--- config.mk ---
export PLATFORM = sky130hd
export DESIGN_NAME = range_sweep_object_detector_core
export DESIGN_NICKNAME = d
export VERILOG_FILES = /design/src/rtl/rsod_pkg.sv /design/src/rtl/range_sweep_object_detector_core.sv
export SDC_FILE = /design/constraint.sdc
export NUM_CORES = 2
export LEC_CHECK = 0
export BUFFER_PORTS_ARGS = -buffer_cell sky130_fd_sc_hd__buf_2
export CELL_PAD_IN_SITES_DETAIL_PLACEMENT = 0
export CELL_PAD_IN_SITES_GLOBAL_PLACEMENT = 1
export CORE_MARGIN = 3
export CORE_UTILIZATION = 45
export CTS_BUF_LIST = sky130_fd_sc_hd__clkbuf_4 sky130_fd_sc_hd__clkbuf_8
export CTS_CLUSTER_DIAMETER = 150
export CTS_CLUSTER_SIZE = 16
export DETAILED_ROUTE_END_ITERATION = 10
export PLACE_DENSITY_LB_ADDON = 0.12
export SLEW_MARGIN = 5
export SYNTH_ARGS = -nofsm -noshare
export SYNTH_HDL_FRONTEND = slang
export SYNTH_SLANG_ARGS = --single-unit
--- constraint.sdc ---
create_clock -name clk -period 13.6 [get_ports clk]
set_clock_uncertainty 0.1 [all_clocks]
set_input_delay 3.4 -clock clk [delete_from_list [all_inputs] [get_ports clk]]
set_output_delay 3.4 -clock clk [all_outputs]
set_load 0.01 [all_outputs]
--- src/rtl/rsod_pkg.sv ---
package rsod_pkg;

  localparam int DIST_W = 16;
  localparam int ANG_W  = 12;
  localparam int CTR_W  = 13;
  localparam int MINW_W = 12;
  localparam int STEP_W = 4;
  localparam int ASTART_W = 8;

  localparam int MAX_POINTS_DEFAULT = 128;

  localparam logic [1:0] KIND_OBJECT = 2'd0;
  localparam logic [1:0] KIND_TARGET = 2'd1;
  localparam logic [1:0] KIND_NONE   = 2'd2;

  localparam logic [2:0] REG_JUMP_LIMIT      = 3'd0;
  localparam logic [2:0] REG_MIN_WIDTH       = 3'd1;
  localparam logic [2:0] REG_ANGLE_START     = 3'd2;
  localparam logic [2:0] REG_ANGLE_STEP      = 3'd3;
  localparam logic [2:0] REG_APPROACH_OFFSET = 3'd4;

  localparam logic [DIST_W-1:0]   JUMP_LIMIT_RST      = 16'd4000;
  localparam logic [MINW_W-1:0]   MIN_WIDTH_RST       = 12'd6;
  localparam logic [ASTART_W-1:0] ANGLE_START_RST     = 8'd0;
  localparam logic [STEP_W-1:0]   ANGLE_STEP_RST      = 4'd2;
  localparam logic [DIST_W-1:0]   APPROACH_OFFSET_RST = 16'd1000;

  // straight ahead, in half degrees
  localparam logic [CTR_W-1:0] NONE_CENTER = 13'd180;

  typedef struct packed {
    logic [1:0]        kind;
    logic [ANG_W-1:0]  start_angle;
    logic [ANG_W-1:0]  end_angle;
    logic [CTR_W-1:0]  center_half_degrees;
    logic [ANG_W-1:0]  angular_width;
    logic [DIST_W-1:0] object_distance;
    logic              run_last;
  } result_t;

  typedef struct packed {
    logic [DIST_W-1:0] prev_filtered;
    logic              on_object;
    logic [ANG_W-1:0]  start_angle;
    logic [DIST_W-1:0] running_min;
    logic              best_found;
    logic [ANG_W-1:0]  best_width;
    logic [CTR_W-1:0]  best_center;
    logic [DIST_W-1:0] best_distance;
  } track_t;

  localparam track_t TRACK_RESET = '{
    prev_filtered: '0,
    on_object:     1'b0,
    start_angle:   '0,
    running_min:   '1,
    best_found:    1'b0,
    best_width:    '1,
    best_center:   '0,
    best_distance: '0
  };

  typedef struct packed {
    track_t  st;
    logic    emit;
    result_t rec;
  } step_t;

  function automatic logic [DIST_W-1:0] med3(input logic [DIST_W-1:0] a,
                                             input logic [DIST_W-1:0] b,
                                             input logic [DIST_W-1:0] c);
    logic [DIST_W-1:0] lo;
    logic [DIST_W-1:0] hi;
    lo = (a < b) ? a : b;
    hi = (a < b) ? b : a;
    if (c <= lo) begin
      return lo;
    end else if (c >= hi) begin
      return hi;
    end
    return c;
  endfunction

  function automatic step_t close_object(input track_t st,
                                         input logic [ANG_W-1:0] ea,
                                         input logic [MINW_W-1:0] min_width,
                                         input logic [DIST_W-1:0] offset);
    step_t r;
    logic [ANG_W-1:0] w;
    logic [CTR_W-1:0] c;
    r = '0;
    r.st = st;
    r.st.on_object = 1'b0;
    w = ea - st.start_angle;
    c = {1'b0, st.start_angle} + {1'b0, ea};
    r.emit = (w >= min_width);
    r.rec.kind = KIND_OBJECT;
    r.rec.start_angle = st.start_angle;
    r.rec.end_angle = ea;
    r.rec.center_half_degrees = c;
    r.rec.angular_width = w;
    r.rec.object_distance = st.running_min;
    r.rec.run_last = 1'b0;
    // first object wins on equal width
    if (r.emit && (!st.best_found || (w < st.best_width))) begin
      r.st.best_found = 1'b1;
      r.st.best_width = w;
      r.st.best_center = c;
      r.st.best_distance = (st.running_min > offset) ? (st.running_min - offset) : '0;
    end
    return r;
  endfunction

  function automatic step_t process_sample(input track_t st,
                                           input logic diff_en,
                                           input logic [DIST_W-1:0] f,
                                           input logic [ANG_W-1:0] angle,
                                           input logic [DIST_W-1:0] thr,
                                           input logic [MINW_W-1:0] min_width,
                                           input logic [DIST_W-1:0] offset);
    step_t r;
    logic [DIST_W:0] f_up;
    logic [DIST_W:0] prev_up;
    r = '0;
    r.st = st;
    f_up = {1'b0, f} + {1'b0, thr};
    prev_up = {1'b0, st.prev_filtered} + {1'b0, thr};
    if (diff_en) begin
      // falling edge: prev - f > thr, rising edge: f - prev > thr
      if (!st.on_object && ({1'b0, st.prev_filtered} > f_up)) begin
        r.st.on_object = 1'b1;
        r.st.start_angle = angle;
        r.st.running_min = f;
      end else if (st.on_object) begin
        if (f < st.running_min) begin
          r.st.running_min = f;
        end
        if ({1'b0, f} > prev_up) begin
          r = close_object(r.st, angle, min_width, offset);
        end
      end
    end
    r.st.prev_filtered = f;
    return r;
  endfunction

endpackage

--- src/rtl/range_sweep_object_detector_core.sv ---
// channel  direction  handshake          payload
// in       input      in_valid/in_stall  sample_distance, sample_last
// out      output     out_valid/out_stall kind, start_angle, end_angle, center_half_degrees,
//                                        angular_width, object_distance, run_last
// cfg      input      apb write/read     jump_limit, min_width, angle_start, angle_step,
//                                        approach_offset
//
// one sample per cycle: input register filters, tracking register does edge and object logic
// a result enters the result queue as the tracking stage takes the transaction resolving it
// in_stall rises once two results wait in the 4-entry result queue; the last sample of a
// sweep can push three results and then holds in_stall while it drains
// synchronous reset returns all sweep state and the registers to their reset values
module range_sweep_object_detector_core
  import rsod_pkg::*;
#(
  parameter int MAX_POINTS = MAX_POINTS_DEFAULT
) (
  input  logic                clk,
  input  logic                rst,
  input  logic                in_valid,
  output logic                in_stall,
  input  logic [DIST_W-1:0]   sample_distance,
  input  logic                sample_last,
  output logic                out_valid,
  input  logic                out_stall,
  output logic [1:0]          kind,
  output logic [ANG_W-1:0]    start_angle,
  output logic [ANG_W-1:0]    end_angle,
  output logic [CTR_W-1:0]    center_half_degrees,
  output logic [ANG_W-1:0]    angular_width,
  output logic [DIST_W-1:0]   object_distance,
  output logic                run_last,
  input  logic                psel,
  input  logic                penable,
  input  logic                pwrite,
  input  logic [4:0]          paddr,
  input  logic [31:0]         pwdata,
  output logic [31:0]         prdata,
  output logic                pready
);

  localparam int IDX_W  = $clog2(MAX_POINTS);
  localparam int QDEPTH = 4;
  localparam int QCNT_W = 3;

  // configuration
  logic [DIST_W-1:0]   jump_limit;
  logic [MINW_W-1:0]   min_width;
  logic [ASTART_W-1:0] angle_start;
  logic [STEP_W-1:0]   angle_step;
  logic [DIST_W-1:0]   approach_offset;
  logic                cfg_write;
  logic [2:0]          cfg_index;

  assign pready = 1'b1;
  assign cfg_write = psel && penable && pwrite;
  assign cfg_index = paddr[4:2];

  always_ff @(posedge clk) begin
    if (rst) begin
      jump_limit      <= JUMP_LIMIT_RST;
      min_width       <= MIN_WIDTH_RST;
      angle_start     <= ANGLE_START_RST;
      angle_step      <= ANGLE_STEP_RST;
      approach_offset <= APPROACH_OFFSET_RST;
    end else if (cfg_write) begin
      unique case (cfg_index)
        REG_JUMP_LIMIT:      jump_limit      <= pwdata[DIST_W-1:0];
        REG_MIN_WIDTH:       min_width       <= pwdata[MINW_W-1:0];
        REG_ANGLE_START:     angle_start     <= pwdata[ASTART_W-1:0];
        REG_ANGLE_STEP:      angle_step      <= pwdata[STEP_W-1:0];
        REG_APPROACH_OFFSET: approach_offset <= pwdata[DIST_W-1:0];
        default: ;
      endcase
    end
  end

  always_comb begin
    unique case (cfg_index)
      REG_JUMP_LIMIT:      prdata = 32'(jump_limit);
      REG_MIN_WIDTH:       prdata = 32'(min_width);
      REG_ANGLE_START:     prdata = 32'(angle_start);
      REG_ANGLE_STEP:      prdata = 32'(angle_step);
      REG_APPROACH_OFFSET: prdata = 32'(approach_offset);
      default:             prdata = '0;
    endcase
  end

  // input side: raw history and sample counter
  logic [DIST_W-1:0] raw_older;
  logic [DIST_W-1:0] raw_newer;
  logic [IDX_W-1:0]  sample_index;
  logic [IDX_W-1:0]  prev_index;
  logic              in_accept;
  logic              in_last;
  logic [DIST_W-1:0] in_filtered;
  logic [ANG_W-1:0]  in_angle_cur;
  logic [ANG_W-1:0]  in_angle_prev;

  // filter stage register
  logic              a_valid;
  logic              a_has_prev;
  logic              a_prev_diff;
  logic              a_cur_diff;
  logic              a_last;
  logic [DIST_W-1:0] a_filtered;
  logic [DIST_W-1:0] a_distance;
  logic [ANG_W-1:0]  a_angle_prev;
  logic [ANG_W-1:0]  a_angle_cur;
  logic              go;

  // result queue
  result_t           q [QDEPTH];
  result_t           q_next [QDEPTH];
  logic [QCNT_W-1:0] count;
  logic [QCNT_W-1:0] count_next;
  logic [QCNT_W-1:0] count_pop;
  logic [QCNT_W-1:0] pos1;
  logic [QCNT_W-1:0] pos2;
  logic              pop;

  assign in_stall  = a_valid && !go;
  assign in_accept = in_valid && !in_stall;

  assign in_last = sample_last || (sample_index >= IDX_W'(MAX_POINTS - 1));
  assign prev_index = sample_index - IDX_W'(1);
  assign in_filtered = (sample_index == IDX_W'(1)) ? raw_newer
                     : med3(raw_older, raw_newer, sample_distance);
  assign in_angle_cur = ANG_W'(angle_start) + ANG_W'(sample_index) * ANG_W'(angle_step);
  assign in_angle_prev = ANG_W'(angle_start) + ANG_W'(prev_index) * ANG_W'(angle_step);

  always_ff @(posedge clk) begin
    if (rst) begin
      raw_older    <= '0;
      raw_newer    <= '0;
      sample_index <= '0;
    end else if (in_accept) begin
      if (in_last) begin
        raw_older    <= '0;
        raw_newer    <= '0;
        sample_index <= '0;
      end else begin
        raw_older    <= raw_newer;
        raw_newer    <= sample_distance;
        sample_index <= sample_index + IDX_W'(1);
      end
    end
  end

  always_ff @(posedge clk) begin
    if (rst) begin
      a_valid <= 1'b0;
    end else if (in_accept) begin
      a_valid <= 1'b1;
    end else if (go) begin
      a_valid <= 1'b0;
    end
  end

  always_ff @(posedge clk) begin
    if (in_accept) begin
      a_has_prev   <= (sample_index != '0);
      a_prev_diff  <= (sample_index > IDX_W'(1));
      a_cur_diff   <= (sample_index != '0);
      a_last       <= in_last;
      a_filtered   <= in_filtered;
      a_distance   <= sample_distance;
      a_angle_prev <= in_angle_prev;
      a_angle_cur  <= in_angle_cur;
    end
  end

  // tracking stage
  track_t  track;
  step_t   step1;
  step_t   step2;
  step_t   forced;
  track_t  fin;
  result_t r0;
  result_t r1;
  result_t r2;
  logic    v0;
  logic    v1;
  logic    v2;
  logic [CTR_W:0] fin_sum;

  always_comb begin
    if (a_has_prev) begin
      step1 = process_sample(track, a_prev_diff, a_filtered, a_angle_prev,
                             jump_limit, min_width, approach_offset);
    end else begin
      step1 = '0;
      step1.st = track;
    end
    step2 = process_sample(step1.st, a_cur_diff, a_distance, a_angle_cur,
                           jump_limit, min_width, approach_offset);
    // object still open at sweep end closes at the last sample
    forced = close_object(step2.st, a_angle_cur, min_width, approach_offset);

    r0 = step1.rec;
    v0 = step1.emit;
    if (step2.st.on_object) begin
      fin = forced.st;
      r1 = forced.rec;
      v1 = a_last && forced.emit;
    end else begin
      fin = step2.st;
      r1 = step2.rec;
      v1 = a_last && step2.emit;
    end

    v2 = a_last;
    fin_sum = {1'b0, fin.best_center} + (CTR_W + 1)'(fin.best_width);
    r2 = '0;
    r2.run_last = 1'b1;
    if (fin.best_found) begin
      r2.kind = KIND_TARGET;
      r2.start_angle = (fin.best_center >= CTR_W'(fin.best_width))
                     ? ANG_W'((fin.best_center - CTR_W'(fin.best_width)) >> 1) : '0;
      r2.end_angle = fin_sum[ANG_W:1];
      r2.center_half_degrees = fin.best_center;
      r2.angular_width = fin.best_width;
      r2.object_distance = fin.best_distance;
    end else begin
      r2.kind = KIND_NONE;
      r2.center_half_degrees = NONE_CENTER;
    end
  end

  always_ff @(posedge clk) begin
    if (rst) begin
      track <= TRACK_RESET;
    end else if (go) begin
      track <= a_last ? TRACK_RESET : step1.st;
    end
  end

  // queue takes a transaction only with room for the worst case of three results
  assign go = a_valid && (count <= QCNT_W'(QDEPTH - 3));
  assign pop = out_valid && !out_stall;
  assign count_pop = count - QCNT_W'(pop);
  assign pos1 = count_pop + QCNT_W'(v0);
  assign pos2 = pos1 + QCNT_W'(v1);

  always_comb begin
    for (int i = 0; i < QDEPTH; i++) begin
      if (pop && (i < QDEPTH - 1)) begin
        q_next[i] = q[(i < QDEPTH - 1) ? i + 1 : i];
      end else begin
        q_next[i] = q[i];
      end
      if (go) begin
        if (v0 && (QCNT_W'(i) == count_pop)) begin
          q_next[i] = r0;
        end
        if (v1 && (QCNT_W'(i) == pos1)) begin
          q_next[i] = r1;
        end
        if (v2 && (QCNT_W'(i) == pos2)) begin
          q_next[i] = r2;
        end
      end
    end
    count_next = go ? pos2 + QCNT_W'(v2) : count_pop;
  end

  always_ff @(posedge clk) begin
    if (rst) begin
      count <= '0;
    end else begin
      count <= count_next;
    end
  end

  always_ff @(posedge clk) begin
    for (int i = 0; i < QDEPTH; i++) begin
      q[i] <= q_next[i];
    end
  end

  assign out_valid           = (count != '0);
  assign kind                = q[0].kind;
  assign start_angle         = q[0].start_angle;
  assign end_angle           = q[0].end_angle;
  assign center_half_degrees = q[0].center_half_degrees;
  assign angular_width       = q[0].angular_width;
  assign object_distance     = q[0].object_distance;
  assign run_last            = q[0].run_last;

`ifndef SYNTHESIS
  a_count_bound: assert property (@(posedge clk) disable iff (rst)
    count <= QCNT_W'(QDEPTH))
    else $error("result queue over capacity");

  a_sweep_end_clears: assert property (@(posedge clk) disable iff (rst)
    (go && a_last) |=> (!track.on_object && !track.best_found))
    else $error("tracking state not cleared after sweep end");

  a_sweep_end_result: assert property (@(posedge clk) disable iff (rst)
    (go && a_last) |=> (count != '0))
    else $error("sweep end produced no result");

  a_stall_only_when_busy: assert property (@(posedge clk) disable iff (rst)
    in_stall |-> (a_valid && (count > QCNT_W'(QDEPTH - 3))))
    else $error("input stalled without a full queue");
`endif

endmodule
==> out/results.tsv <==
metric	value	unit
rows	117	
cts_hold_buf	0	
routed_via_density	6.278	
port_buffers	128	
grt.overflow.total	0	
grt_pass1_vias	43160	
wl	188200	µm
power_per_cell_area	137.5	nW/µm²
place_congestion	0.9767	
clockBufferDepth	3	
syn_to_final_growth	10.45	%
setup_viol	0	
critPathSlowestCell	or4_1	
layout-drive-gt1-share	13.19	%
multi_input_area	32790	µm²
hold_viol	0	
die-area	107600	µm²
grt_antenna_before_repair	5	
fmax	75.84	MHz
synth_commonest_cells	635 x nand2_1, 534 x a21oi_1, 471 x ha_1	
crit_top_cell	buf_4	
ys_seq_area_share	24.90	%
synth-edff-count	127	
critPathRequiredTime	13.91	ns
slew_headroom	16.70	%
postRouteAntennaNets	0	
ir_worst_vdd	0.1694	mV
track_usage	33.83	%
path_max_fanout	8	
grt_pass1_wl	279200	µm
synth.avg_cell_area	8.025	µm²
cts_inserted_buffers	38	
cts-htree-levels	2	
end_kind	register	
seq_area	11620	µm²
drv_cap	0	
wl_per_cell	25.56	µm
drc	0	
worstHoldPathType	reg2reg	
syn-cell-area	46670	µm²
slowest_delay	0.61	ns
period_share	96.95	%
fin_crit	13.19	ns
cts_sinks	517	
post-dp-hpwl	140600	µm
die_w	328.0	µm
grt_max_degree	157	
yosysTopAreaCellShare	16.73	%
vias	46230	
yosysWarningCount	0	
syn-instance-count	5816	
ys.flop_type	dfxtp_1	
tightest_slew	1.241	ns
critPathLaunchType	register	
first_pass_iters	7	
clk_latency	0.74	ns
synth-async-reset-ratio	0	%
power.leakage	22.15	nW
drt_iter0_markers	4868	
clk_pin_slew	0.12	ns
chipHeight	328.0	µm
place_ws	-0.5179	ns
synth.most_common_cell	nand2_1	
setup.worst_path.class	reg2reg	
synth_cell_type_count	99	
synth_seq_cells	517	
rsz0062_at_grt	true	
drv_slew	0	
synthTopCellsByArea	dfxtp_1 17%, ha_1 13%, edfxtp_1 8.2%, mux2i_1 6.9%, a21oi_1 5.7%	
cts-root-buf	clkbuf_8	
pin_count	164	
coreArea	102300	µm²
final.setup.worst_slack	0.4143	ns
nNetsFinal	6543	
hold_ws	0.3722	ns
critPathArrivalTime	13.50	ns
cts_tree	done	
synth_area_leader_cell	dfxtp_1	
start_util	45.61	%
n_fill_cell	9980	
outcome	complete, no violations	
stage by stage:
step	power [mW]	setup TNS (ns)	cell area [µm²]	cells	utilization, %
3_3_place_gp	5.967	-23.45	50270	7270	49.13
5_1_grt	7.543	-0.7121	51540	7361	50.37
6_report	7.089	0	51550	7363	50.38
4_1_cts	7.005	0	51170	7344	50.01
3_5_place_dp	6.025	-20.66	50270	7270	49.13
2_1_floorplan	4.777	0	46730	5831	-
flip-flops by register name (all words and copies together), names as in the netlist:
name / flops
q: 272
track: 87
a_distance: 16
a_filtered: 16
approach_offset: 16
jump_limit: 16
raw_newer: 16
raw_older: 16
a_angle_cur: 12
a_angle_prev: 12
min_width: 12
angle_start: 8
sample_index: 7
angle_step: 4
count: 3
a_cur_diff: 1
a_last: 1
a_prev_diff: 1
a_valid: 1
cells by family after synthesis:
| group | share of synthesized area [%] |
|---|---|
| buffers and inverters | 6.072 |
| xor gates and xnor gates | 3.566 |
| adders and majority gates | 14.73 |
| other | 0.01609 |
| and+or+nand+nor | 15.19 |
| AOI/OAI and AO/OA | 26.41 |
| muxes | 9.118 |
| DFF | 24.90 |
where the power goes:
| group | internal, mW | switching [mW] | leakage (nW) |
|---|---|---|---|
| Sequential | 1.95 | 0.295 | 4.43 |
| Combinational | 1.57 | 2.31 | 17.3 |
| Clock | 0.357 | 0.606 | 0.426 |
| Total | 3.88 | 3.21 | 22.2 |
placed cells by master, fill, tap and decap left out, types with 58 or more instances in the layout:
master / Yosys / final
dfxtp_1: 390 / 390
inv_1: 317 / 315
buf_2: 39 / 127
nand2_1: 635 / 633
nor3_1: 101 / 95
o21a_1: 62 / 62
mux2_2: 89 / 87
edfxtp_1: 127 / 127
a22oi_1: 69 / 69
a211oi_1: 109 / 106
ha_1: 471 / 466
a21o_1: 76 / 76
nor2_1: 449 / 439
xor2_1: 61 / 60
o22ai_1: 71 / 71
buf_4: 22 / 352
o21ai_0: 321 / 308
mux2i_1: 321 / 318
a21oi_1: 534 / 517
nand2b_1: 58 / 58
o211ai_1: 154 / 154
xnor2_1: 129 / 126
nand3_1: 83 / 81
final cells by class:
cell class	instances	area share (%)
inverters	321	2.340
clock buffers	68	1.488
well taps	1368	3.320
flip-flops and latches	517	22.54
repair buffers	488	6.641
diodes	4	0.01942
clock inverters	1	0.03155
multi-input cells	4596	63.62
worst max-delay path: cells and delay by family (launching register included):
| kind | cells | cell delay, ns |
|---|---|---|
| flip-flops | 1 | 0.48 |
| XOR/XNOR | 2 | 0.21 |
| multiplexers | 2 | 0.78 |
| adder cells (fa/ha/maj) | 8 | 2.28 |
| buffers and inverters | 11 | 1.46 |
| AND/OR/NAND/NOR | 9 | 2.05 |
| AO/OA/AOI/OAI | 32 | 5.47 |
worst paths after layout:
check                           from                    end  slack, ns  cells past startpoint
max          a_filtered[0]$_DFFE_PP_     q[3][59]$_DFFE_PP_       0.41                     64
min            track[9]$_SDFFE_PP0P_  track[9]$_SDFFE_PP0P_       0.37                      2
max reg2reg  a_filtered[0]$_DFFE_PP_     q[3][59]$_DFFE_PP_       0.41                     64
min reg2reg    track[9]$_SDFFE_PP0P_  track[9]$_SDFFE_PP0P_       0.37                      2
what timing repair did:
action	CTS	global route
hold endpoints to repair	0	0
pin swaps	4	46
buffers inserted	4	15
endpoints found under the setup margin	64	84
gates resized for setup	24	65
gates cloned	1	1
metal layers:
layer / track usage [%] / part of all wire (%) / vias to the layer above / routed length, µm
met5: 0 / 0.0069 / - / 13
met4: 9.560 / 3.0 / 2 / 5575
met3: 4.888 / 8.6 / 270 / 16230
met2: 51.62 / 43 / 2099 / 80760
met1: 49.39 / 45 / 22340 / 85640
li1: - / - / 21520 / -
Power figures use the tool's default switching activity.
